<file path="config.mk">
export PLATFORM = sky130hd
export DESIGN_NAME = dual_fan_speed_controller
export DESIGN_NICKNAME = d
export VERILOG_FILES = /design/src/rtl/core/fsc_pkg.sv /design/src/rtl/core/fsc_div.sv /design/src/rtl/core/dual_fan_speed_controller.sv
export SDC_FILE = /design/constraint.sdc
export NUM_CORES = 1
export LEC_CHECK = 0
export ABC_AREA = 1
export ABC_CLOCK_PERIOD_IN_PS = 11500
export BUFFER_PORTS_ARGS = -buffer_cell sky130_fd_sc_hd__buf_2
export CAP_MARGIN = 20
export CORE_MARGIN = 4
export CORE_UTILIZATION = 30
export CTS_CLUSTER_SIZE = 16
export DETAILED_ROUTE_END_ITERATION = 8
export GPL_ROUTABILITY_DRIVEN = 0
export HOLD_SLACK_MARGIN = 0.05
export PLACE_DENSITY_LB_ADDON = 0.2
export SLEW_MARGIN = 10
export SYNTH_ARGS = -nofsm -noshare
export SYNTH_HDL_FRONTEND = slang
export SYNTH_HIERARCHICAL = 1
export SYNTH_SLANG_ARGS = --single-unit
export TNS_END_PERCENT = 50
</file>
<file path="constraint.sdc">
create_clock -name clk -period 11.5 [get_ports clk]
set_input_delay 1.15 -clock clk [delete_from_list [all_inputs] [get_ports clk]]
set_output_delay 1.15 -clock clk [all_outputs]
set_load 0.05 [all_outputs]
</file>
<file path="src/rtl/core/fsc_pkg.sv">
// Shared types and constants for the dual fan speed controller.
// No dependencies; used by fsc_div and dual_fan_speed_controller.
package fsc_pkg;

  localparam int TEMP_W  = 12;
  localparam int PCT_W   = 7;
  localparam int CMD_W   = 2;
  localparam int DVD_W   = 20;  // 2*100*(T-on) + den, fits below 2^20
  localparam int DVS_W   = 13;  // 2*den
  localparam int CFG_IDX_W = 3;

  typedef enum logic [CMD_W-1:0] {
    CMD_NONE = 2'd0,
    CMD_STOP = 2'd1,
    CMD_SET  = 2'd2
  } fsc_cmd_t;

  typedef enum logic [CFG_IDX_W-1:0] {
    REG_CAP_ON   = 3'd0,
    REG_CAP_FULL = 3'd1,
    REG_CAP_OFF  = 3'd2,
    REG_HS_ON    = 3'd3,
    REG_HS_FULL  = 3'd4,
    REG_HS_OFF   = 3'd5,
    REG_MIN_RUN  = 3'd6,
    REG_DEADBAND = 3'd7
  } fsc_reg_t;

  typedef enum logic [1:0] {
    ST_IDLE,
    ST_PREP,
    ST_DIV,
    ST_DONE
  } fsc_state_t;

  typedef struct packed {
    logic                     supply_present;
    logic signed [TEMP_W-1:0] heatsink_temp;
    logic                     heatsink_valid;
    logic signed [TEMP_W-1:0] board0_temp;
    logic                     board0_valid;
    logic signed [TEMP_W-1:0] board1_temp;
    logic                     board1_valid;
  } fsc_in_t;

  typedef struct packed {
    logic [CMD_W-1:0] cap_command;
    logic [PCT_W-1:0] cap_speed;
    logic [CMD_W-1:0] hs_command;
    logic [PCT_W-1:0] hs_speed;
  } fsc_out_t;

  typedef struct packed {
    logic             start;
    logic [DVD_W-1:0] dividend;
    logic [DVS_W-1:0] divisor;
  } div_req_t;

  typedef struct packed {
    logic             busy;
    logic             done;
    logic [PCT_W-1:0] quotient;
  } div_rsp_t;

endpackage

</file>
<file path="src/rtl/core/fsc_div.sv">
// Restoring divider, one quotient bit per cycle, 7-bit quotient.
// Depends on fsc_pkg. Caller guarantees dividend < 128 * divisor.
module fsc_div (
  input  logic             clk,
  input  logic             rst_n,
  input  fsc_pkg::div_req_t req,
  output fsc_pkg::div_rsp_t rsp
);

  localparam int STEPS = fsc_pkg::PCT_W;
  localparam int CW    = $clog2(STEPS);

  logic [fsc_pkg::DVD_W-1:0] rem_r, rem_nxt;
  logic [fsc_pkg::DVD_W-1:0] dsh_r, dsh_nxt;
  logic [fsc_pkg::PCT_W-1:0] quo_r, quo_nxt;
  logic [CW-1:0]             cnt_r, cnt_nxt;
  logic                      busy_r, busy_nxt;
  logic                      done_r, done_nxt;
  logic                      ge;

  assign ge = (rem_r >= dsh_r);

  always_comb begin
    rem_nxt  = rem_r;
    dsh_nxt  = dsh_r;
    quo_nxt  = quo_r;
    cnt_nxt  = cnt_r;
    busy_nxt = busy_r;
    done_nxt = 1'b0;
    if (req.start) begin
      rem_nxt  = req.dividend;
      // divisor aligned to the top quotient bit
      dsh_nxt  = fsc_pkg::DVD_W'({req.divisor, (STEPS-1)'(0)});
      cnt_nxt  = CW'(STEPS-1);
      busy_nxt = 1'b1;
    end else if (busy_r) begin
      if (ge) begin
        rem_nxt = rem_r - dsh_r;
      end
      quo_nxt = {quo_r[fsc_pkg::PCT_W-2:0], ge};
      dsh_nxt = dsh_r >> 1;
      cnt_nxt = cnt_r - CW'(1);
      if (cnt_r == '0) begin
        busy_nxt = 1'b0;
        done_nxt = 1'b1;
      end
    end
  end

  always_ff @(posedge clk) begin
    if (!rst_n) begin
      busy_r <= 1'b0;
      done_r <= 1'b0;
      cnt_r  <= '0;
    end else begin
      busy_r <= busy_nxt;
      done_r <= done_nxt;
      cnt_r  <= cnt_nxt;
    end
  end

  always_ff @(posedge clk) begin
    rem_r <= rem_nxt;
    dsh_r <= dsh_nxt;
    quo_r <= quo_nxt;
  end

  assign rsp.busy     = busy_r;
  assign rsp.done     = done_r;
  assign rsp.quotient = quo_r;

endmodule

</file>
<file path="src/rtl/core/dual_fan_speed_controller.sv">
// Top level of the dual fan speed controller.
// Depends on fsc_pkg and fsc_div.
//
// One request is one control tick and yields exactly one result. With the
// supply absent a running fan gets a stop; otherwise the capacitor fan follows
// the hotter valid board sensor and the heatsink fan its own sensor, each
// through an off/on/full curve with hysteresis, minimum run speed and a
// deadband on speed changes. The two channels are evaluated in turn and share
// one 7-step restoring divider for the ramp. A tick passes ST_PREP once per
// channel, with a divide in ST_DIV after the PREP of a ramp channel, then
// ST_DONE, which registers the result; without supply it goes straight to
// ST_DONE. in_ready is high only while the sequencer is idle; a finished
// result waits in the output register and does not block the next request.
// The config port never stalls; write it only while the block is idle.
module dual_fan_speed_controller (
  input  logic                              clk,
  input  logic                              rst_n,
  // tick request
  input  logic                              in_valid,
  output logic                              in_ready,
  input  fsc_pkg::fsc_in_t                  in_data,
  // result
  output logic                              out_valid,
  input  logic                              out_ready,
  output fsc_pkg::fsc_out_t                 out_data,
  // register writes
  input  logic                              cfg_valid,
  output logic                              cfg_ready,
  input  logic [fsc_pkg::CFG_IDX_W-1:0]     cfg_index,
  input  logic [fsc_pkg::TEMP_W-1:0]        cfg_data
);

  localparam int TW = fsc_pkg::TEMP_W;
  localparam int PW = fsc_pkg::PCT_W;
  localparam int MW = 19;  // 100 * 4095 and 127 * 4095 both fit

  localparam logic signed [TW-1:0] CAP_ON_RST   = 12'sd720;
  localparam logic signed [TW-1:0] CAP_FULL_RST = 12'sd960;
  localparam logic signed [TW-1:0] CAP_OFF_RST  = 12'sd640;
  localparam logic signed [TW-1:0] HS_ON_RST    = 12'sd800;
  localparam logic signed [TW-1:0] HS_FULL_RST  = 12'sd1120;
  localparam logic signed [TW-1:0] HS_OFF_RST   = 12'sd720;
  localparam logic [PW-1:0]        MIN_RUN_RST  = 7'd20;
  localparam logic [PW-1:0]        DEADBAND_RST = 7'd5;
  localparam logic [PW-1:0]        PCT_FULL     = 7'd100;

  // ---------------------------------------------------------------------------
  // Configuration registers
  // ---------------------------------------------------------------------------
  logic signed [TW-1:0] cap_on_r, cap_full_r, cap_off_r;
  logic signed [TW-1:0] hs_on_r, hs_full_r, hs_off_r;
  logic [PW-1:0]        min_run_r, deadband_r;

  assign cfg_ready = 1'b1;

  always_ff @(posedge clk) begin
    if (!rst_n) begin
      cap_on_r   <= CAP_ON_RST;
      cap_full_r <= CAP_FULL_RST;
      cap_off_r  <= CAP_OFF_RST;
      hs_on_r    <= HS_ON_RST;
      hs_full_r  <= HS_FULL_RST;
      hs_off_r   <= HS_OFF_RST;
      min_run_r  <= MIN_RUN_RST;
      deadband_r <= DEADBAND_RST;
    end else if (cfg_valid && cfg_ready) begin
      unique case (fsc_pkg::fsc_reg_t'(cfg_index))
        fsc_pkg::REG_CAP_ON:   cap_on_r   <= cfg_data;
        fsc_pkg::REG_CAP_FULL: cap_full_r <= cfg_data;
        fsc_pkg::REG_CAP_OFF:  cap_off_r  <= cfg_data;
        fsc_pkg::REG_HS_ON:    hs_on_r    <= cfg_data;
        fsc_pkg::REG_HS_FULL:  hs_full_r  <= cfg_data;
        fsc_pkg::REG_HS_OFF:   hs_off_r   <= cfg_data;
        fsc_pkg::REG_MIN_RUN:  min_run_r  <= cfg_data[PW-1:0];
        fsc_pkg::REG_DEADBAND: deadband_r <= cfg_data[PW-1:0];
        default: ;
      endcase
    end
  end

  // ---------------------------------------------------------------------------
  // Sequencer state and datapath registers
  // ---------------------------------------------------------------------------
  fsc_pkg::fsc_state_t state_r, state_nxt;
  logic                ch_r, ch_nxt;        // 0: capacitor, 1: heatsink
  fsc_pkg::fsc_in_t    in_r;
  logic [PW-1:0]       np_r, np_nxt;        // new capacitor percent
  logic [PW-1:0]       nh_r, nh_nxt;        // new heatsink percent
  logic [PW-1:0]       last_cap_r, last_cap_nxt;
  logic [PW-1:0]       last_hs_r, last_hs_nxt;
  fsc_pkg::fsc_out_t   out_r, out_nxt;
  logic                out_valid_r, out_valid_nxt;

  fsc_pkg::div_req_t   div_req;
  fsc_pkg::div_rsp_t   div_rsp;

  logic in_acc;
  logic out_free;

  assign in_ready = (state_r == fsc_pkg::ST_IDLE);
  assign in_acc   = in_valid && in_ready;
  assign out_free = !out_valid_r || out_ready;

  // ---------------------------------------------------------------------------
  // Curve evaluation for the channel under ch_r
  // ---------------------------------------------------------------------------
  logic signed [TW-1:0]   cap_t;
  logic                   cap_v;
  logic signed [TW-1:0]   t_sel, on_sel, full_sel, off_sel;
  logic                   v_sel;
  logic [PW-1:0]          last_sel;
  logic signed [TW:0]     d_s, den_s;
  logic [TW-1:0]          d_u, den_u;
  logic [MW-1:0]          num, min_prod;
  logic [PW-1:0]          direct_pct;
  logic                   need_div;

  always_comb begin
    // hotter valid board sensor feeds the capacitor channel
    priority if (in_r.board0_valid && in_r.board1_valid) begin
      cap_t = (in_r.board0_temp > in_r.board1_temp) ? in_r.board0_temp
                                                     : in_r.board1_temp;
    end else if (in_r.board0_valid) begin
      cap_t = in_r.board0_temp;
    end else begin
      cap_t = in_r.board1_temp;
    end
    cap_v = in_r.board0_valid || in_r.board1_valid;

    if (ch_r) begin
      t_sel    = in_r.heatsink_temp;
      v_sel    = in_r.heatsink_valid;
      on_sel   = hs_on_r;
      full_sel = hs_full_r;
      off_sel  = hs_off_r;
      last_sel = last_hs_r;
    end else begin
      t_sel    = cap_t;
      v_sel    = cap_v;
      on_sel   = cap_on_r;
      full_sel = cap_full_r;
      off_sel  = cap_off_r;
      last_sel = last_cap_r;
    end

    d_s   = (TW+1)'(t_sel) - (TW+1)'(on_sel);
    den_s = (TW+1)'(full_sel) - (TW+1)'(on_sel);
    // on the ramp both are nonnegative and below 2^12
    d_u   = d_s[TW-1:0];
    den_u = den_s[TW-1:0];
    num      = MW'(d_u) * MW'(PCT_FULL);
    min_prod = MW'(min_run_r) * MW'(den_u);

    need_div   = 1'b0;
    direct_pct = last_sel;
    priority if (!v_sel) begin
      direct_pct = last_sel;
    end else if (t_sel <= off_sel) begin
      direct_pct = '0;
    end else if (t_sel < on_sel) begin
      direct_pct = last_sel;
    end else if (t_sel >= full_sel) begin
      direct_pct = PCT_FULL;
    end else if ((num != '0) && (num < min_prod)) begin
      direct_pct = min_run_r;
    end else begin
      need_div = 1'b1;
    end
  end

  // round to nearest: (2*num + den) / (2*den)
  assign div_req.start    = (state_r == fsc_pkg::ST_PREP) && need_div;
  assign div_req.dividend = fsc_pkg::DVD_W'({num, 1'b0}) + fsc_pkg::DVD_W'(den_u);
  assign div_req.divisor  = {den_u, 1'b0};

  fsc_div u_div (
    .clk   (clk),
    .rst_n (rst_n),
    .req   (div_req),
    .rsp   (div_rsp)
  );

  // ---------------------------------------------------------------------------
  // Command decision: stop on a drop to zero, set on a deadband-sized change
  // ---------------------------------------------------------------------------
  typedef struct packed {
    fsc_pkg::fsc_cmd_t cmd;
    logic [PW-1:0]     last;
  } dec_t;

  function automatic dec_t decide(input logic [PW-1:0] n,
                                  input logic [PW-1:0] last,
                                  input logic [PW-1:0] band);
    dec_t          r;
    logic [PW-1:0] diff;
    diff   = (n > last) ? (n - last) : (last - n);
    r.cmd  = fsc_pkg::CMD_NONE;
    r.last = last;
    if (n == '0) begin
      if (last != '0) begin
        r.cmd  = fsc_pkg::CMD_STOP;
        r.last = '0;
      end
    end else if (diff >= band) begin
      r.cmd  = fsc_pkg::CMD_SET;
      r.last = n;
    end
    return r;
  endfunction

  dec_t cap_dec, hs_dec;
  assign cap_dec = decide(np_r, last_cap_r, deadband_r);
  assign hs_dec  = decide(nh_r, last_hs_r, deadband_r);

  // ---------------------------------------------------------------------------
  // Next state
  // ---------------------------------------------------------------------------
  always_comb begin
    state_nxt = state_r;
    unique case (state_r)
      fsc_pkg::ST_IDLE: begin
        if (in_acc) begin
          // supply loss goes straight to the decision with both percents at 0
          state_nxt = in_data.supply_present ? fsc_pkg::ST_PREP : fsc_pkg::ST_DONE;
        end
      end
      fsc_pkg::ST_PREP: begin
        if (need_div) begin
          state_nxt = fsc_pkg::ST_DIV;
        end else if (ch_r) begin
          state_nxt = fsc_pkg::ST_DONE;
        end else begin
          state_nxt = fsc_pkg::ST_PREP;
        end
      end
      fsc_pkg::ST_DIV: begin
        if (div_rsp.done) begin
          state_nxt = ch_r ? fsc_pkg::ST_DONE : fsc_pkg::ST_PREP;
        end
      end
      fsc_pkg::ST_DONE: begin
        if (out_free) begin
          state_nxt = fsc_pkg::ST_IDLE;
        end
      end
      default: state_nxt = fsc_pkg::ST_IDLE;
    endcase
  end

  // ---------------------------------------------------------------------------
  // Datapath and output updates
  // ---------------------------------------------------------------------------
  always_comb begin
    ch_nxt        = ch_r;
    np_nxt        = np_r;
    nh_nxt        = nh_r;
    last_cap_nxt  = last_cap_r;
    last_hs_nxt   = last_hs_r;
    out_nxt       = out_r;
    out_valid_nxt = out_valid_r && !out_ready;
    unique case (state_r)
      fsc_pkg::ST_IDLE: begin
        ch_nxt = 1'b0;
        if (in_acc && !in_data.supply_present) begin
          np_nxt = '0;
          nh_nxt = '0;
        end
      end
      fsc_pkg::ST_PREP: begin
        if (!need_div) begin
          if (ch_r) begin
            nh_nxt = direct_pct;
          end else begin
            np_nxt = direct_pct;
          end
          ch_nxt = 1'b1;
        end
      end
      fsc_pkg::ST_DIV: begin
        if (div_rsp.done) begin
          if (ch_r) begin
            nh_nxt = div_rsp.quotient;
          end else begin
            np_nxt = div_rsp.quotient;
          end
          ch_nxt = 1'b1;
        end
      end
      fsc_pkg::ST_DONE: begin
        if (out_free) begin
          last_cap_nxt        = cap_dec.last;
          last_hs_nxt         = hs_dec.last;
          out_nxt.cap_command = cap_dec.cmd;
          out_nxt.cap_speed   = cap_dec.last;
          out_nxt.hs_command  = hs_dec.cmd;
          out_nxt.hs_speed    = hs_dec.last;
          out_valid_nxt       = 1'b1;
        end
      end
      default: ;
    endcase
  end

  always_ff @(posedge clk) begin
    if (!rst_n) begin
      state_r     <= fsc_pkg::ST_IDLE;
      ch_r        <= 1'b0;
      last_cap_r  <= '0;
      last_hs_r   <= '0;
      out_valid_r <= 1'b0;
    end else begin
      state_r     <= state_nxt;
      ch_r        <= ch_nxt;
      last_cap_r  <= last_cap_nxt;
      last_hs_r   <= last_hs_nxt;
      out_valid_r <= out_valid_nxt;
    end
  end

  always_ff @(posedge clk) begin
    if (in_acc) begin
      in_r <= in_data;
    end
    np_r  <= np_nxt;
    nh_r  <= nh_nxt;
    out_r <= out_nxt;
  end

  assign out_valid = out_valid_r;
  assign out_data  = out_r;

`ifndef NO_ASSERTIONS
  a_stop_speed_zero: assert property (@(posedge clk) disable iff (!rst_n)
    out_valid_r && (out_r.cap_command == fsc_pkg::CMD_STOP) |-> out_r.cap_speed == '0)
    else $error("capacitor stop with nonzero speed");

  a_set_speed_nonzero: assert property (@(posedge clk) disable iff (!rst_n)
    out_valid_r && (out_r.hs_command == fsc_pkg::CMD_SET) |-> out_r.hs_speed != '0)
    else $error("heatsink set command with zero speed");

  a_div_bound: assert property (@(posedge clk) disable iff (!rst_n)
    div_rsp.done |-> div_rsp.quotient <= PCT_FULL)
    else $error("ramp quotient above full speed");

  a_div_wait: assert property (@(posedge clk) disable iff (!rst_n)
    (state_r == fsc_pkg::ST_DIV) && !div_rsp.done |=> state_r == fsc_pkg::ST_DIV)
    else $error("sequencer left divide wait early");

  a_div_only_in_div: assert property (@(posedge clk) disable iff (!rst_n)
    div_rsp.busy |-> state_r == fsc_pkg::ST_DIV)
    else $error("divider running outside divide wait");
`endif

endmodule

</file>
# Yosys cells after proc, flatten, opt, wreduce, memory -nomap -nowiden
# Index checks and enable logic that the tools add are counted.
totals:
  in_bits: 60
  word_cells: 176
  ff_bits: 226
  output_inout_bits: 21
op_classes:
  magnitude_cmp: 10
  muxes: 61
  eq_ne: 19
  n_bitwise: 3
  n_addsub: 9
  n_reduce_logical: 39
  mul: 2
ops:
  columns: ["operator", "n"]
  rows:
  - ["2-to-1 mux 7 bit", 17]
  - ["2-to-1 mux 12 bit", 7]
  - ["2-to-1 mux 20 bit", 3]
  - ["case mux 7 bit (3 select lines)", 2]
  - ["2-to-1 mux 19 bit", 2]
  - ["2-to-1 mux 9 bit", 4]
  - ["subtractor 7 bit", 4]
  - ["subtractor 12 bit", 2]
  - ["AND reduction 2 bit", 11]
  - ["adder 20 x 12 -> 20 bit", 1]
  - [">= comparator 20 x 19 -> 1 bit", 1]
  - ["subtractor 20 x 19 -> 20 bit", 1]
  - ["< comparator 19 bit", 1]
  - ["multiplier 7 x 12 -> 19 bit", 1]
  - ["nonzero test 19 bit", 1]
  - ["multiplier 12 x 5 -> 17 bit (second input constant)", 1]
  - ["2-to-1 mux 8 bit", 2]
  - [">= comparator 7 bit", 2]
  - ["> comparator 7 bit", 2]
  - ["zero test 7 bit", 2]
  - ["2-to-1 mux 1 bit", 14]
  - ["nonzero test 7 bit", 2]
  - ["== test 3 bit (second input constant)", 4]
  - [">= comparator 12 bit", 1]
  - ["26 further kinds", 55]

# Logic depth before layout (Yosys ltp)
depth:
  ltp_word: 16
  depth_mapped: 55
  mapped_depth_nobuf: 52

# Modules after synthesis
# Netlist, hierarchy kept.
by_module_without_submodules:
  columns: ["module", "instances", "area_each_um2", "seq_area_each_um2", "cells_each"]
  rows:
  - ["dual_fan_speed_controller", 1, 15584.9, 4214.0, 2052]
  - ["fsc_div", 1, 3276.9, 1421.4, 421]

# Worst setup path after synthesis
# OpenSTA, ideal clock, no wires.
synth_timing:
  path_type: "register -> register"
  startpoint: "register ch_r"
  endpoint: "register u_div/rem_r[0] (netlist bit) (enable)"
  synth_period_minus_slack_ns: 8.758
  arrival_time_ns: 8.381
  setup_slack_ns: 2.742
  path_buffers: 6
  path_stages_with_launch: 52
  setup_time_ns: 0.377
  t_required_ns: 11.123
  path_cell_list: "dfxtp_1 buf_2 clkbuf_1 clkbuf_1 buf_1 mux2i_1 fa_1 nand2_1 inv_1 o21ai_0 nand2_1 a21oi_1 o21bai_1 nand2_1 nand2_1 nand2_1 nand2_1 nand2_1 [... 16 more ...] xnor2_1 ha_1 inv_1 nor3_1 nor3_1 nand2_1 nand2_1 nand3_1 nand2_1 nand2_1 a21oi_2 nand2_2 nand4_4 inv_1 buf_2 inv_1 buf_4 nand2_1"
synth_rtl:
  columns: ["element", "line_no", "rtl"]
  rows:
  - ["start, declared", "dual_fan_speed_controller.sv:85", "logic ch_r, ch_nxt;"]
  - ["start signal, assigned", "dual_fan_speed_controller.sv:313", "ch_r <= ch_nxt;"]
  - ["end signal, assigned", "fsc_div.sv:63", "rem_r <= rem_nxt;"]
  - ["end, declared", "fsc_div.sv:13", "logic [fsc_pkg::DVD_W-1:0] rem_r, rem_nxt;"]

==> results.yml <==
status:
  status: "finished, final reports clean"
worst_setup_path:
  cp.required_ns: 11.57
  worstSetupStartpointType: "register"
  path_class: "register to register"
  crit_top_cell: "nand2_1"
  r2r_slack_ns: 1.28
  crit_arrival_ns: 10.29
  crit_path_end_kind: "register"
  slowest_stage: "buf_4"
  critPathMaxStageDelay_ns: 0.71
  worstPathMaxFanout: 72
timing:
  finalCritPeriodShare_pct: 88.9
  fin_crit_ns: 10.22
  worst_pin_slew_ns: 1.05
  final-hold-violation-count: 0
  fin_ws_ns: 1.28
  final.setup_skew_ns: 0.0142
  report.final.setup_viol: 0
  relSlewSlack_pct: 30.0
  clock.fmax_ghz: 0.0978
  fin_tns_setup_ns: 0
  rsz0062_at_grt: "no"
  drv_slew: 0
global_routing:
  grt_pass1_vias: 15400
  antenna_found_initial: 0
  grt-ovfl-total: 0
  grt_pass1_wl_um: 82700
  grt_usage_pct: 15.1
  grt_max_degree: 106
yosys:
  synth_area_um2: 18900
  synthCells: 2472
  syn-num-nets: 2825
  ys.warnings.count: 6
  synth.avg_cell_area_um2: 7.63
finish:
  drive_above_1_share_pct: 8.61
  multi_input_area_um2: 11500
  fill_cells: 6625
  seqCellArea_um2: 5640
  antennaDiodeCount: 0
  nNetsFinal: 2878
  area_growth_pct: 11.4
  finalInstanceArea_um2: 21000
routing:
  drt_wl_total_um: 51700
  firstDrtPassIters: 5
  dr_total_vias: 15800
  drt-initial-drc-count: 922
  viasPerCell: 4.68
  drcViolationCount: 0
  wire_per_inst_um: 15.3
  ant_nets: 0
placement:
  place_worst_setup_slack_ns: 1.29
  hpwl_um: 41200
  postPlaceCellArea_um2: 20100
  io_buffers: 79
job:
  drv_cap: 0
die:
  start_util_pct: 30.4
  die_area_um2: 66900
  core-area_um2: 61900
  die_width_um: 259
  io_pins: 81
  die_h_um: 259
  fp-row-count: 91
clock_tree:
  clk-insertion-delay-late_ns: 0.54
  clock_path_buffers: 3
  cts_made_buffers: 27
  ctsHoldBuffers: 0
  postCtsResizedCells: 0
  cts_tree: "done"
  cts_htree_levels: 1
  root_buffer: "clkbuf_16"
  cts.clk_slew.worst_paths_ns: 0.06
  postCtsSetupRepairBufs: 0
  cts_sinks: 226
min_path:
  hold_path_class: "register to register"
## per-stage QoR
stage | hold slack, ns | std cells | utilization [%]
2_1_floorplan | 0.421 | 2472 | -
3_3_place_gp | 0.434 | 3331 | 32.5
3_5_place_dp | 0.437 | 3332 | 32.5
4_1_cts | 0.451 | 3381 | 33.9
5_1_grt | 0.477 | 3382 | 33.9
6_report | 0.448 | 3382 | 33.9
## state kept, by name (all words and copies together) (netlist names), 12 cells and up
name	count
in_r	39
out_data	18
u_div/dsh_r	19
cap_full_r	12
cap_off_r	12
u_div/rem_r	20
hs_full_r	12
hs_off_r	12
hs_on_r	12
cap_on_r	12
## cell usage in the layout, fill, tap and decap left out, types with 5 or more instances in the layout
cell type  instances
dfxtp_1          114
nand4_1           18
xor2_1            42
o211ai_1          12
buf_2             79
clkbuf_16         27
inv_2              7
inv_1            386
a31oi_1            9
clkinv_1           8
a21o_1             6
fa_1              64
o21ai_1            8
ha_1             229
nand3_1           84
o21bai_1          13
o21ai_0          169
buf_4             13
o31ai_1           12
mux2i_1           27
xnor2_1           19
a21oi_1          168
nand2_2           19
nand3b_1           8
edfxtp_1         111
nor4_1             5
nor2_1           229
nand2_1          541
clkbuf_8           5
nand3_2            5
o22ai_1            5
a21oi_2            5
or2_2             20
nor2_2             8
nor3_1            18
o21ai_2            5
## routing by layer
layer	GRT usage (%)	routed length (um)	vias up
li1	-	-	8119
met1	20.8	24600	7356
met2	25.5	24000	300
met3	1.85	1980	56
met4	3.00	1060	0
met5	0	0	-
## final cells by class
cell class	count	share of cell area, %
clock inverter	12	0.464
tap	837	4.98
sequential	226	26.8
clock buffer	37	3.64
inverter	398	7.11
multi-input combinational	1779	54.5
timing repair buffer	93	2.48
## worst max-delay path: cells and delay by family, from the launching register on
| family | cells | cell delay [ns] |
|---|---|---|
| AO/OA/AOI/OAI | 10 | 2.04 |
| flip-flops | 1 | 0.32 |
| XOR/XNOR | 1 | 0.14 |
| buffers and inverters | 6 | 1.63 |
| AND/OR/NAND/NOR | 13 | 2.00 |
| multiplexers | 1 | 0.64 |
| adder cells (fa/ha/maj) | 7 | 2.93 |
## worst paths after layout
check | from | to | depth (start not counted)
max | ch_r | u_div/rem_r[12] | 38
min | u_div/quo_r[2] | u_div/quo_r[3] | 0
max reg2reg | ch_r | u_div/rem_r[12] | 38
min reg2reg | u_div/quo_r[2] | u_div/quo_r[3] | 0
Power is left out: the tool's default activity adds up to more than one toggle a clock period on the data nets, which glitch-free logic cannot reach.
